===== src/hdl/kdpc_pkg.sv =====
`default_nettype none

package kdpc_pkg;

	localparam int ADDR_W = 4;
	localparam int DATA_W = 32;

	// register byte offsets
	localparam logic [ADDR_W-1:0] REG_ACTIVE_HIGH = 4'h0;
	localparam logic [ADDR_W-1:0] REG_DEBOUNCE    = 4'h4;
	localparam logic [ADDR_W-1:0] REG_LONG_PRESS  = 4'h8;

	localparam logic [1:0] ACT_SAMPLE = 2'd0;
	localparam logic [1:0] ACT_READ   = 2'd1;
	localparam logic [1:0] ACT_START  = 2'd2;

	localparam logic [1:0] EV_NONE  = 2'd0;
	localparam logic [1:0] EV_SHORT = 2'd1;
	localparam logic [1:0] EV_LONG  = 2'd2;

	localparam int DEB_W  = 16;
	localparam int LONG_W = 24;

	typedef struct packed {
		logic [1:0]  action;
		logic        pin_level;
		logic [31:0] now_tick;
	} in_t;

	typedef struct packed {
		logic [1:0] event_code;
		logic       pressed;
	} out_t;

	typedef struct packed {
		logic              active_high;
		logic [DEB_W-1:0]  debounce_ticks;
		logic [LONG_W-1:0] long_press_ticks;
	} cfg_t;

	typedef struct packed {
		logic       raw_last;
		logic       stable_level;
		logic       long_fired;
		logic [1:0] pending_event;
	} flags_t;

endpackage

`default_nettype wire


===== src/hdl/kdpc_step.sv =====
`default_nettype none

// Next-state and result logic for one word.
module kdpc_step #(
	parameter int TICK_BITS = 32
) (
	input  kdpc_pkg::in_t          item,
	input  kdpc_pkg::cfg_t         cfg,
	input  kdpc_pkg::flags_t       flags,
	input  logic [TICK_BITS-1:0]   change_tick,
	input  logic [TICK_BITS-1:0]   press_start,
	output kdpc_pkg::flags_t       flags_nxt,
	output logic [TICK_BITS-1:0]   change_tick_nxt,
	output logic [TICK_BITS-1:0]   press_start_nxt,
	output kdpc_pkg::out_t         result
);

	localparam int CW = (TICK_BITS > kdpc_pkg::LONG_W) ? TICK_BITS : kdpc_pkg::LONG_W;

	logic [TICK_BITS-1:0] now;
	logic [TICK_BITS-1:0] ct_smp;
	logic [TICK_BITS-1:0] deb_el;
	logic [TICK_BITS-1:0] ps_smp;
	logic [TICK_BITS-1:0] long_el;
	logic                 deb_done;
	logic                 long_done;
	logic                 take;
	kdpc_pkg::flags_t     f;

	assign now = TICK_BITS'(item.now_tick);

	always_comb begin
		f               = flags;
		change_tick_nxt = change_tick;
		press_start_nxt = press_start;
		result          = '0;
		ct_smp          = (item.pin_level != flags.raw_last) ? now : change_tick;
		deb_el          = now - ct_smp;
		deb_done        = CW'(deb_el) >= CW'(cfg.debounce_ticks);
		take            = deb_done && (flags.stable_level != item.pin_level);
		ps_smp          = (take && (item.pin_level == cfg.active_high)) ? now : press_start;
		long_el         = now - ps_smp;
		long_done       = CW'(long_el) >= CW'(cfg.long_press_ticks);
		case (item.action)
			kdpc_pkg::ACT_SAMPLE: begin
				f.raw_last      = item.pin_level;
				change_tick_nxt = ct_smp;
				press_start_nxt = ps_smp;
				if (take) begin
					f.stable_level = item.pin_level;
					if (item.pin_level == cfg.active_high)
						f.long_fired = 1'b0;
					else if (!flags.long_fired)
						f.pending_event = kdpc_pkg::EV_SHORT;
				end
				// long press fires once, judged on the updated level
				if ((f.stable_level == cfg.active_high) && !f.long_fired && long_done) begin
					f.long_fired    = 1'b1;
					f.pending_event = kdpc_pkg::EV_LONG;
				end
			end
			kdpc_pkg::ACT_READ: begin
				result.event_code = flags.pending_event;
				f.pending_event   = kdpc_pkg::EV_NONE;
			end
			kdpc_pkg::ACT_START: begin
				f.raw_last      = item.pin_level;
				f.stable_level  = item.pin_level;
				change_tick_nxt = now;
			end
			default: ;
		endcase
		result.pressed = (f.stable_level == cfg.active_high);
		flags_nxt      = f;
	end

endmodule

`default_nettype wire


===== src/hdl/key_debounce_press_classifier.sv =====
// An accepted input word passes the input register, then the result register, to the output.
// Throughput: one word per cycle while out_stall allows; the key state updates in the same cycle
// as the result register, so the next word sees it without a bubble.
// Reset (arst_n low): key state, pending event and config registers go to zero,
// both pipeline slots empty.
`default_nettype none

module key_debounce_press_classifier #(
	parameter int TICK_BITS = 32
) (
	input  logic                          clk,
	input  logic                          arst_n,
	input  logic                          in_valid,
	output logic                          in_stall,
	input  kdpc_pkg::in_t                 in_word,
	output logic                          out_valid,
	input  logic                          out_stall,
	output kdpc_pkg::out_t                out_word,
	input  logic                          psel,
	input  logic                          penable,
	input  logic                          pwrite,
	input  logic [kdpc_pkg::ADDR_W-1:0]   paddr,
	input  logic [kdpc_pkg::DATA_W-1:0]   pwdata,
	output logic [kdpc_pkg::DATA_W-1:0]   prdata,
	output logic                          pready
);

	kdpc_pkg::cfg_t       cfg_q;
	kdpc_pkg::flags_t     flags_q;
	kdpc_pkg::flags_t     flags_nxt;
	logic [TICK_BITS-1:0] change_tick_q;
	logic [TICK_BITS-1:0] change_tick_nxt;
	logic [TICK_BITS-1:0] press_start_q;
	logic [TICK_BITS-1:0] press_start_nxt;
	kdpc_pkg::in_t        item_s1;
	logic                 valid_s1;
	kdpc_pkg::out_t       result;
	kdpc_pkg::out_t       out_q;
	logic                 out_valid_q;
	logic                 out_ready;
	logic                 advance;
	logic                 cfg_wr;

	assign pready    = 1'b1;
	assign cfg_wr    = psel && penable && pwrite;
	assign out_ready = !out_valid_q || !out_stall;
	assign advance   = valid_s1 && out_ready;
	assign in_stall  = valid_s1 && !out_ready;
	assign out_valid = out_valid_q;
	assign out_word  = out_q;

	always_ff @(posedge clk or negedge arst_n) begin
		if (!arst_n) begin
			cfg_q <= '0;
		end else if (cfg_wr) begin
			unique case (paddr)
				kdpc_pkg::REG_ACTIVE_HIGH: cfg_q.active_high      <= pwdata[0];
				kdpc_pkg::REG_DEBOUNCE:    cfg_q.debounce_ticks   <= pwdata[kdpc_pkg::DEB_W-1:0];
				kdpc_pkg::REG_LONG_PRESS:  cfg_q.long_press_ticks <= pwdata[kdpc_pkg::LONG_W-1:0];
				default: ;
			endcase
		end
	end

	always_comb begin
		unique case (paddr)
			kdpc_pkg::REG_ACTIVE_HIGH: prdata = kdpc_pkg::DATA_W'(cfg_q.active_high);
			kdpc_pkg::REG_DEBOUNCE:    prdata = kdpc_pkg::DATA_W'(cfg_q.debounce_ticks);
			kdpc_pkg::REG_LONG_PRESS:  prdata = kdpc_pkg::DATA_W'(cfg_q.long_press_ticks);
			default:                   prdata = '0;
		endcase
	end

	// input register
	always_ff @(posedge clk or negedge arst_n) begin
		if (!arst_n)
			valid_s1 <= 1'b0;
		else if (!in_stall)
			valid_s1 <= in_valid;
	end

	always_ff @(posedge clk) begin
		if (in_valid && !in_stall)
			item_s1 <= in_word;
	end

	kdpc_step #(
		.TICK_BITS(TICK_BITS)
	) u_step (
		.item            (item_s1),
		.cfg             (cfg_q),
		.flags           (flags_q),
		.change_tick     (change_tick_q),
		.press_start     (press_start_q),
		.flags_nxt       (flags_nxt),
		.change_tick_nxt (change_tick_nxt),
		.press_start_nxt (press_start_nxt),
		.result          (result)
	);

	always_ff @(posedge clk or negedge arst_n) begin
		if (!arst_n) begin
			flags_q       <= '0;
			change_tick_q <= '0;
			press_start_q <= '0;
			out_valid_q   <= 1'b0;
		end else begin
			if (advance) begin
				flags_q       <= flags_nxt;
				change_tick_q <= change_tick_nxt;
				press_start_q <= press_start_nxt;
			end
			if (out_ready)
				out_valid_q <= valid_s1;
		end
	end

	always_ff @(posedge clk) begin
		if (advance)
			out_q <= result;
	end

	a_stall_only_when_full: assert property (@(posedge clk) disable iff (!arst_n)
		in_stall |-> valid_s1)
		else $error("input stalled with empty input register");

	a_read_clears: assert property (@(posedge clk) disable iff (!arst_n)
		(advance && item_s1.action == kdpc_pkg::ACT_READ) |=>
		flags_q.pending_event == kdpc_pkg::EV_NONE)
		else $error("read did not clear pending event");

	a_pressed_matches: assert property (@(posedge clk) disable iff (!arst_n)
		out_valid_q |-> out_q.pressed == (flags_q.stable_level == cfg_q.active_high))
		else $error("pressed flag disagrees with stable level");

	a_event_only_on_read: assert property (@(posedge clk) disable iff (!arst_n)
		(advance && item_s1.action != kdpc_pkg::ACT_READ) |=>
		out_q.event_code == kdpc_pkg::EV_NONE)
		else $error("event reported on a non-read word");

	a_tick_hold: assert property (@(posedge clk) disable iff (!arst_n)
		(advance && item_s1.action == kdpc_pkg::ACT_READ) |=>
		$stable(change_tick_q) && $stable(press_start_q))
		else $error("read word changed timer state");

endmodule

`default_nettype wire

===== config.mk =====
export PLATFORM = sky130hd
export DESIGN_NAME = key_debounce_press_classifier
export DESIGN_NICKNAME = d
export VERILOG_FILES = /design/src/hdl/kdpc_pkg.sv /design/src/hdl/kdpc_step.sv /design/src/hdl/key_debounce_press_classifier.sv
export SDC_FILE = /design/constraint.sdc
export NUM_CORES = 1
export LEC_CHECK = 0
export ABC_AREA = 1
export BUFFER_PORTS_ARGS = -buffer_cell sky130_fd_sc_hd__buf_2
export CAP_MARGIN = 20
export CORE_UTILIZATION = 50
export DETAILED_ROUTE_END_ITERATION = 10
export PLACE_DENSITY = 0.72
export SYNTH_ARGS = -nofsm -noshare
export SYNTH_HDL_FRONTEND = slang
export SYNTH_SLANG_ARGS = --single-unit

===== constraint.sdc =====
create_clock -name clk -period 10.7 [get_ports clk]
set_input_delay 0.535 -clock clk [delete_from_list [all_inputs] [get_ports clk]]
set_output_delay 0.535 -clock clk [all_outputs]
set_load 0.05 [all_outputs]

# After elaboration in Yosys (flattened, before gate mapping)
# Index checks and enable logic that the tools add are counted.
# Widths: inputs -> output; s select.
# word_totals
in_bits	78
latch_bits	0
out_inout_bits	38
word_cells	69
register_bits	150
rom_bits	0
mem_bits_rw	0
memories	0
# op_classes
mux	12
addsub	2
bitwise	0
n_mul	0
n_eq_ne	12
shift	0
order_cmp	2
div_mod_pow	0
n_reduce_logical	25
# op_table
op	n
$pmux 24 s3	1
$mux 32	2
$pmux 32 s2	1
$sub 32x32->32	2
$ge 32x16->1	1
$ge 32x24->1	1
$reduce_and 2->1	5
$logic_and 1x1->1	9
$mux 4	2
$pmux 2 s2	2
$logic_not 1->1	5
$reduce_and 5->1	1
$eq 4x3->1 const B	1
$eq 4x4->1 const B	1
$logic_not 4->1	1
$mux 2	2
$reduce_bool 2->1	2
$eq 1x1->1	3
$mux 3	1
$ne 3x1->1 const B	1
$ne 3x2->1 const B	1
$ne 3x3->1 const B	1
$eq 2x1->1 const B	1
$eq 2x2->1 const B	1
other kinds (4)	5

# Logic depth before layout (Yosys ltp)
# Gate-level depths: netlist (run 1).
# logic_depth
ltp_word	12
depth_mapped	64

# By module
# From an unflattened synthesis (run 1), not the netlist that was laid out.
# unflattened
cells_unflattened	2019
area_unflattened_um2	13143.9
# modules_own_cells
module	area_per_inst_um2	cells_per_inst	seq_area_each_um2	instances
kdpc_step	7253.2	1406	0.0	1
key_debounce_press_classifier	5890.6	613	3943.8	1

# Worst setup path before layout (run 1)
# OpenSTA, ideal clock, no wires.
# synth_path
path_kind	register to register
from	register item_s1[32] in the netlist's numbering
to	register flags_q[0] in the netlist's numbering
required_ns	10.634
stages_incl_launch_ff	62
arrival_time_ns	7.423
path_buffers	5
path_slack_ns	3.211
synth_period_minus_slack_ns	7.489
setup_ns	0.066
cell_sequence	edfxtp_1 > buf_6 > inv_2 > nand2_2 > nand2_2 > buf_6 > buf_6 > clkbuf_1 > nand2_1 > o21ai_0 > ha_1 > inv_1 > ha_1 > inv_1 > nand2_1 > nand3_1 > nand3b_1 > nand2_1 > (+26 left out) > o21ai_0 > a21boi_0 > xnor2_1 > ha_1 > nand2_1 > nor2_1 > a211oi_1 > o221a_2 > nand2_1 > inv_1 > nand4_1 > nor3_1 > nand3_1 > nand2_1 > nand2_1 > nand2_1 > nand2_1 > nand2_1
# synth_between
elab_chain_len	12
elab_cells_between_ends	24
cone_classes	add/sub (2); order compare (2); eq/ne (7); mux (7); reduce/logical (6)
# synth_lines
element	line_no	source
from (decl)	key_debounce_press_classifier.sv:35	kdpc_pkg::in_t item_s1;
from (signal assigned)	key_debounce_press_classifier.sv:84	item_s1 <= in_word;
$ne 1x1->1	kdpc_step.sv:37	ct_smp = (item.pin_level != flags.raw_last) ? now : change_tick;
$mux 32	kdpc_step.sv:37	
$sub 32x32->32	kdpc_step.sv:38	deb_el = now - ct_smp;
$ge 32x16->1	kdpc_step.sv:39	deb_done = CW'(deb_el) >= CW'(cfg.debounce_ticks);
$logic_and 1x1->1	kdpc_step.sv:40	take = deb_done && (flags.stable_level != item.pin_level);
$logic_and 1x1->1 / $mux 4 (equally long branches)	kdpc_step.sv:41, kdpc_step.sv:49	
$mux 32 / $mux 4 (equally long branches)	kdpc_step.sv:41, kdpc_step.sv:44	
$sub 32x32->32, or another cell as far along	kdpc_step.sv:42	long_el = now - ps_smp;
$ge 32x24->1 / $logic_and 1x1->1 (equally long branches)	kdpc_step.sv:43, kdpc_step.sv:57	
$logic_and 1x1->1	kdpc_step.sv:57	if ((f.stable_level == cfg.active_high) && !f.long_fired && long_done) begin
$ne 3x1->1 (no source line), or another cell as far along	-	
$reduce_and 5->1 (no source line) / $pmux 2 s2 (equally long branches)	-	
to (signal assigned)	key_debounce_press_classifier.sv:109	flags_q <= flags_nxt;
to (decl)	key_debounce_press_classifier.sv:29	kdpc_pkg::flags_t flags_q;
# Parallel ways exist; a longest one is shown, timed or not. The select of a mux whose other input is x is not followed.
# A chain may end at the register's enable or synchronous reset.

# Worst setup path after layout (run 1)
# layout_path
from	register item_s1[32] in the netlist's numbering
to	register flags_q[1] in the netlist's numbering
# layout_between
elab_chain_len	12
elab_cells_between_ends	24
cone_classes	add/sub (2); order compare (2); eq/ne (7); mux (7); reduce/logical (6)
# layout_lines
element	line_no	source
$ne 1x1->1	kdpc_step.sv:37	
$mux 32	kdpc_step.sv:37	
$sub 32x32->32	kdpc_step.sv:38	
$ge 32x16->1	kdpc_step.sv:39	
$logic_and 1x1->1	kdpc_step.sv:40	
$logic_and 1x1->1 (*)	kdpc_step.sv:41	ps_smp = (take && (item.pin_level == cfg.active_high)) ? now : press_start;
$mux 32 (*)	kdpc_step.sv:41	
named net u_step.ps_smp[0]	kdpc_step.sv:23	logic [TICK_BITS-1:0] ps_smp;
$sub 32x32->32 (*)	kdpc_step.sv:42	
$ge 32x24->1 (*)	kdpc_step.sv:43	long_done = CW'(long_el) >= CW'(cfg.long_press_ticks);
$logic_and 1x1->1 (*)	kdpc_step.sv:57	
$ne 3x1->1 (no source line), or another cell as far along	-	
$reduce_and 5->1 (no source line) / $pmux 2 s2 (equally long branches)	-	
# Mark *: on every way through the listed nets, which the timed path passes. The rest lies on a longest branch. The select of a mux whose other input is x is not followed.

==> results.cfg, run 1 <==
[status]
status = completed

[timing]
tns_ps = 0
finClkSkew_ps = 17.5
drv_slew = 0
setup_viol = 0
worst_pin_slew_ps = 1060
hold_ws_ps = 115
finalHoldViolCount = 0
rsz0062_at_grt = false
slew-limit-headroom = 0.292
max_freq_mhz = 105
fin_crit_ps = 9510
fin_crit_sh = 0.889

[clock_network]
cts_tree = done
clk_path_buf_depth = 2
cts_max_level = 4
clk_latency_ps = 440
cts.clk_slew.worst_paths_ps = 70
cts_setup_buffers = 0
cts_made_buffers = 17
cts-resized-gates = 0
cts_root_buf = clkbuf_16
cts_hold_buf = 0
clock_sinks = 150

[pwr]
power.density_nw_per_um2 = 259
leakage_nw = 6.65
ir_worst_vdd_mv = 0.127

[synthesis]
yosysSeqAreaShare = 0.336
yosysTopAreaCell = dfrtp_1
synth_fa_ha_area_frac = 0.101
muxShareOfSynthArea = 0.0137
synth_most_common_cell = nand2_1
synth_compound_area_frac = 0.174
synth-edff-count = 38
synth_area_leaders = dfrtp_1 (24%), nand2_1 (13%), ha_1 (9.9%), edfxtp_1 (9.7%), inv_1 (7.6%)
synth_top_area_frac = 0.239
ys_seq_elements = 150
yosys.area_share.simple = 0.238
synth_xor_area_frac = 0.0329
ys_top_cells_by_count = nand2_1 (404), inv_1 (238), o21ai_0 (169), dfrtp_1 (112), nor2_1 (104)
synth_cells = 1622
ys_types = 53
synth_top_family_by_area = simple AND/OR/NAND/NOR gates
yosys_warnings = 0
avgSynthCellArea_um2 = 7.23
async_reset_ff_frac = 0.747
syn_area_um2 = 11700
synth-main-ff-cell = dfrtp_1

[setup_path]
endpoint_kind = flip-flop
rr_startpoint = item_s1[32]
crit_arrival_ps = 9890
cp_common_cell = nand2_1
crit_type = reg2reg
critical_path.startpoint = item_s1[32]
worstPathRequired_ps = 11070
slowest_stage = o21ai_0
cp_max_fo = 35
start_kind = flip-flop
cpPeakStageDelay_ps = 580
crit_family = simple AND/OR/NAND/NOR gates
critPathBufInv = 7

[detailed_routing]
avgViaCountPerCell = 5.39
detail_route.wl_per_cell_um = 15.4
drt_iter0_markers = 778
first_pass_iters = 5
ant_nets = 0
drc = 0
routed_wirelength_mm = 31.4
num_vias = 11000

[global_route]
grtUsageTotal = 0.267
gr-total-overflow = 0
grt_pass1_wl_mm = 50.6
grt_start_max_net_pins = 66
antenna_found_initial = 0
grt_pass1_vias = 10300

[floorplanning]
core_um2 = 22800
start_util = 0.513
fp-row-count = 55
die_area_um2 = 24100
die_w_um = 155
io-pin-count = 116
die_h_um = 155

[cells_and_area]
syn2layout_area_growth_pct = 11.1
final_area_um2 = 13000
fillers = 2223
drive_gt1_frac = 0.111
final_net_count = 1878
utilization = 0.570
antennaDiodeCount = 0

[placed_design]
hpwl_mm = 24.7
placedInstanceArea_um2 = 12500
portBuffers = 98
place.gp.congestion = 0.968

[worst_hold_path]
holdCritPathClass = in2async

[job]
drv_cap = 0
[per-stage QoR]
step,worst slack [ps],cells,power [mW]
global placement,1510,2000,2.70
global route,202,2032,3.69
floorplan,3210,1629,2.30
CTS,1240,2032,3.37
detailed placement,1360,2000,2.75
finish,1190,2032,3.38
[per-layer routing]
layer	wire, um	part of all wire	vias to the layer above	global-route usage
li1	-	-	5509	-
met2	14300	0.46	325	0.438
met1	14200	0.45	5072	0.358
met4	794	0.025	0	0.0896
met3	1990	0.063	54	0.0437
met5	0	0	-	0
[cell type report]
cell class | count | area (um2) | area share
clock buffers | 19 | 454 | 0.0349
well taps | 313 | 392 | 0.0300
inverters | 247 | 927 | 0.0711
clock inverters | 13 | 126 | 0.00970
multi-input cells | 1179 | 6600 | 0.506
flip-flops and latches | 150 | 3940 | 0.303
repair buffers | 111 | 591 | 0.0453
[sequential cells by signal, summed over array words and instances (netlist names)]
name / flops
item_s1: 35
change_tick_q: 32
valid_s1: 1
cfg_q: 41
press_start_q: 32
out_valid: 1
out_word: 3
flags_q: 5
[cell usage in the layout (no fill, tap or decap), types with 4 or more instances in the layout]
cell	n
a211oi_1	6
a21boi_0	6
a21o_1	5
a21oi_1	91
a31oi_1	7
buf_2	97
buf_4	14
clkbuf_16	18
conb_1	9
dfrtp_1	112
edfxtp_1	38
ha_1	93
inv_1	238
inv_2	7
inv_6	7
mux2i_1	16
nand2_1	404
nand2_2	13
nand3_1	55
nand3_2	8
nand4_1	20
nor2_1	103
nor2_2	8
nor2_4	4
nor3_1	22
o211ai_1	21
o21a_1	4
o21ai_0	169
o21ai_1	21
o21bai_1	7
o22ai_1	17
xnor2_1	12
xor2_1	32
[cell families (layout without fill, tap and decap cells)]
kind of cell	Yosys count	after routing
other	2	9
muxes	16	16
xor gates and xnor gates	44	44
and+or+nand+nor	649	649
buffers and inverters	300	390
AOI/OAI and AO/OA	367	367
adders and majority gates	94	94
DFF	150	150
[worst paths after layout]
path	depth (start not counted)	slack [ps]	to
min reg2reg	2	480	out_valid
min	1	110	change_tick_q[29]
min in group clk	1	270	item_s1[19]
max	58	1190	flags_q[1]
max reg2reg	58	1190	flags_q[1]
max in group asynchronous	2	9210	press_start_q[2]
[power breakdown]
part | total (mW) | switching (mW) | internal (mW)
combinational | 1.96 | 1.24 | 0.720
clock | 0.599 | 0.277 | 0.322
sequential | 0.818 | 0.0858 | 0.732
total | 3.38 | 1.61 | 1.77
Note: power is estimated with default switching activity, not from simulation.
==> inputs of run 2 (changes only) <==
Settings changed: ABC_AREA 1 to 0.
==> run 2 against run 1 <==
  * Area after synthesis down 5.5%
  * Highest routed layer unchanged
  * Critical path depth fell by 13
  * Total power down 10%
  * Register-to-register slack lost 430 ps
  * Global-route usage is 1.4 points lower
  * Sequential power grew 0.5%
  * Via count is 16% lower
  * Largest power group unchanged
==> results.cfg, run 2 <==
[floorplanning]
start_util = 0.510
io-pin-count = 116
core_um2 = 21800
fp-row-count = 54
die_area_um2 = 22800
die_h_um = 151
die_w_um = 151

[global_route]
grt_start_max_net_pins = 58
grtUsageTotal = 0.253
antenna_found_initial = 0
gr-total-overflow = 0
grt_pass1_wl_mm = 44.4
grt_pass1_vias = 8563

[timing]
hold_ws_ps = 158
worst_pin_slew_ps = 958
fin_crit_sh = 0.930
setup_viol = 0
fin_crit_ps = 9950
finClkSkew_ps = 16.7
finalHoldViolCount = 0
slew-limit-headroom = 0.361
tns_ps = 0
drv_slew = 0
rsz0062_at_grt = false
max_freq_mhz = 101

[job]
drv_cap = 0

[clock_network]
cts_made_buffers = 17
clock_sinks = 150
cts_root_buf = clkbuf_16
cts_hold_buf = 0
cts.clk_slew.worst_paths_ps = 60
cts_max_level = 4
clk_path_buf_depth = 2
cts_tree = done
clk_latency_ps = 430

[setup_path]
rr_startpoint = item_s1[32]
slowest_stage = edfxtp_1
start_kind = flip-flop
critical_path.startpoint = item_s1[32]
cp_max_fo = 9
crit_arrival_ps = 10310
cp_common_cell = ha_1
crit_type = reg2reg
rr_worst_depth = 45
cpPeakStageDelay_ps = 520
worstPathRequired_ps = 11060
endpoint_kind = flip-flop

[synthesis]
synth_top_area_frac = 0.253
avgSynthCellArea_um2 = 9.18
yosysSeqAreaShare = 0.356
synth-main-ff-cell = dfrtp_1
async_reset_ff_frac = 0.747
synth_cells = 1208
synth_area_leaders = dfrtp_1 (25%), ha_1 (10%), edfxtp_1 (10%), mux2_2 (5.1%), o21ai_0 (5.0%)
syn_area_um2 = 11100
synth-edff-count = 38
yosysTopAreaCell = dfrtp_1
synth_most_common_cell = nand2_1
ys_top_cells_by_count = nand2_1 (113), dfrtp_1 (112), o21ai_0 (110), ha_1 (93), a21oi_1 (84)
ys_seq_elements = 150
ys_types = 77
yosys_warnings = 0

[detailed_routing]
routed_wirelength_mm = 27.7
avgViaCountPerCell = 5.82
wl_met2_mm = 12.0
first_pass_iters = 6
top_layer = met4
drt_iter0_markers = 602
wl_met1_mm = 13.4
wl_met3_mm = 1.74
detail_route.wl_per_cell_um = 17.4
drc = 0
ant_nets = 0
num_vias = 9252

[pwr]
ir_worst_vdd_mv = 0.129
power.density_nw_per_um2 = 241
leakage_nw = 5.90

[placed_design]
place.gp.congestion = 0.939
hpwl_mm = 21.0
portBuffers = 98

[cells_and_area]
regMostFlops = cfg_q
reg_top3 = cfg_q (41), item_s1 (35)
layout_common_cells = nand2_1 (112), dfrtp_1 (112), o21ai_0 (110)
largest_reg_flops = 41
syn2layout_area_growth_pct = 13.4
final_net_count = 1469
antennaDiodeCount = 0
drive_gt1_frac = 0.167

[worst_hold_path]
holdCritPathClass = in2async

[status]
status = completed
==> run 2: cell types whose count changed after synthesis, moves of 23 or more <==
cell | before | now
nand2_1 | 404 | 113
mux2i_1 | 16 | 46
mux2_2 | 0 | 50
xnor2_1 | 12 | 35
a21o_1 | 5 | 39
nand3_1 | 55 | 19
nor2_1 | 104 | 76
inv_1 | 238 | 64
o21ai_0 | 169 | 110
==> run 2: cell families (layout without fill, tap and decap cells) <==
kind of cell    after synthesis  count (layout)  share of synthesized area
mux                          96              96                     0.0923
xor+xnor                     61              61                     0.0489
buf+inv                     123             218                     0.0469
flops                       150             150                      0.356
fa+ha+maj                   103             103                      0.115
simple gates                328             328                      0.143
other cells                   2               9                   0.000677
compound gates              345             345                      0.198
==> run 2: stage by stage <==
stage	total power, mW	instance area [um2]	utilization	setup slack, ps	instances
2_1_floorplan	1.99	11100	-	1240	1215
3_3_place_gp	2.32	11800	0.544	584	1551
3_5_place_dp	2.35	11800	0.544	501	1551
4_1_cts	3.01	12500	0.573	370	1583
5_1_grt	3.27	12600	0.578	27.3	1590
6_report	3.04	12600	0.578	752	1590
==> run 2: final timing paths <==
| check | endpoint | slack (ps) |
|---|---|---|
| min | cfg_q[23] | 160 |
| max | flags_q[0] | 750 |
| min in group clk | item_s1[6] | 280 |
| max in group asynchronous | change_tick_q[7] | 9320 |
| max reg2reg | flags_q[0] | 750 |
| min reg2reg | press_start_q[0] | 480 |
==> run 2: worst max-delay path, delay by kind of cell (launching register included) <==
kind / cells / cell delay [ps]
flops: 1 / 520
buf+inv: 3 / 400
xor+xnor: 3 / 630
simple gates: 16 / 3040
fa+ha+maj: 5 / 1170
compound gates: 17 / 3840
mux: 1 / 280
==> run 2: layout make-up <==
| class | instances | area, um2 |
|---|---|---|
| clock inverter | 9 | 139 |
| clock buffer | 23 | 490 |
| inverter | 64 | 240 |
| multi-input combinational | 942 | 6730 |
| timing repair buffer | 122 | 677 |
| fill | 1938 | 9180 |
| sequential | 150 | 3940 |
| tap | 280 | 350 |
==> run 2: where the power goes <==
| group | internal, mW | switching (mW) | leakage (nW) | total (mW) |
|---|---|---|---|---|
| registers | 0.725 | 0.0975 | 1.67 | 0.822 |
| clock network | 0.397 | 0.247 | 0.302 | 0.644 |
| logic | 0.664 | 0.905 | 3.92 | 1.57 |
| total | 1.79 | 1.25 | 5.90 | 3.04 |
==> run 2: layer usage <==
layer | up-vias | global-route usage
met5 | - | 0
met4 | 0 | 0.0795
met3 | 38 | 0.0325
met2 | 316 | 0.386
met1 | 4357 | 0.369
li1 | 4541 | -
==> run 2: what timing repair did <==
item,CTS,global route
endpoints found under the setup margin,0,3
gates resized for setup,0,9
setup buffers,0,7
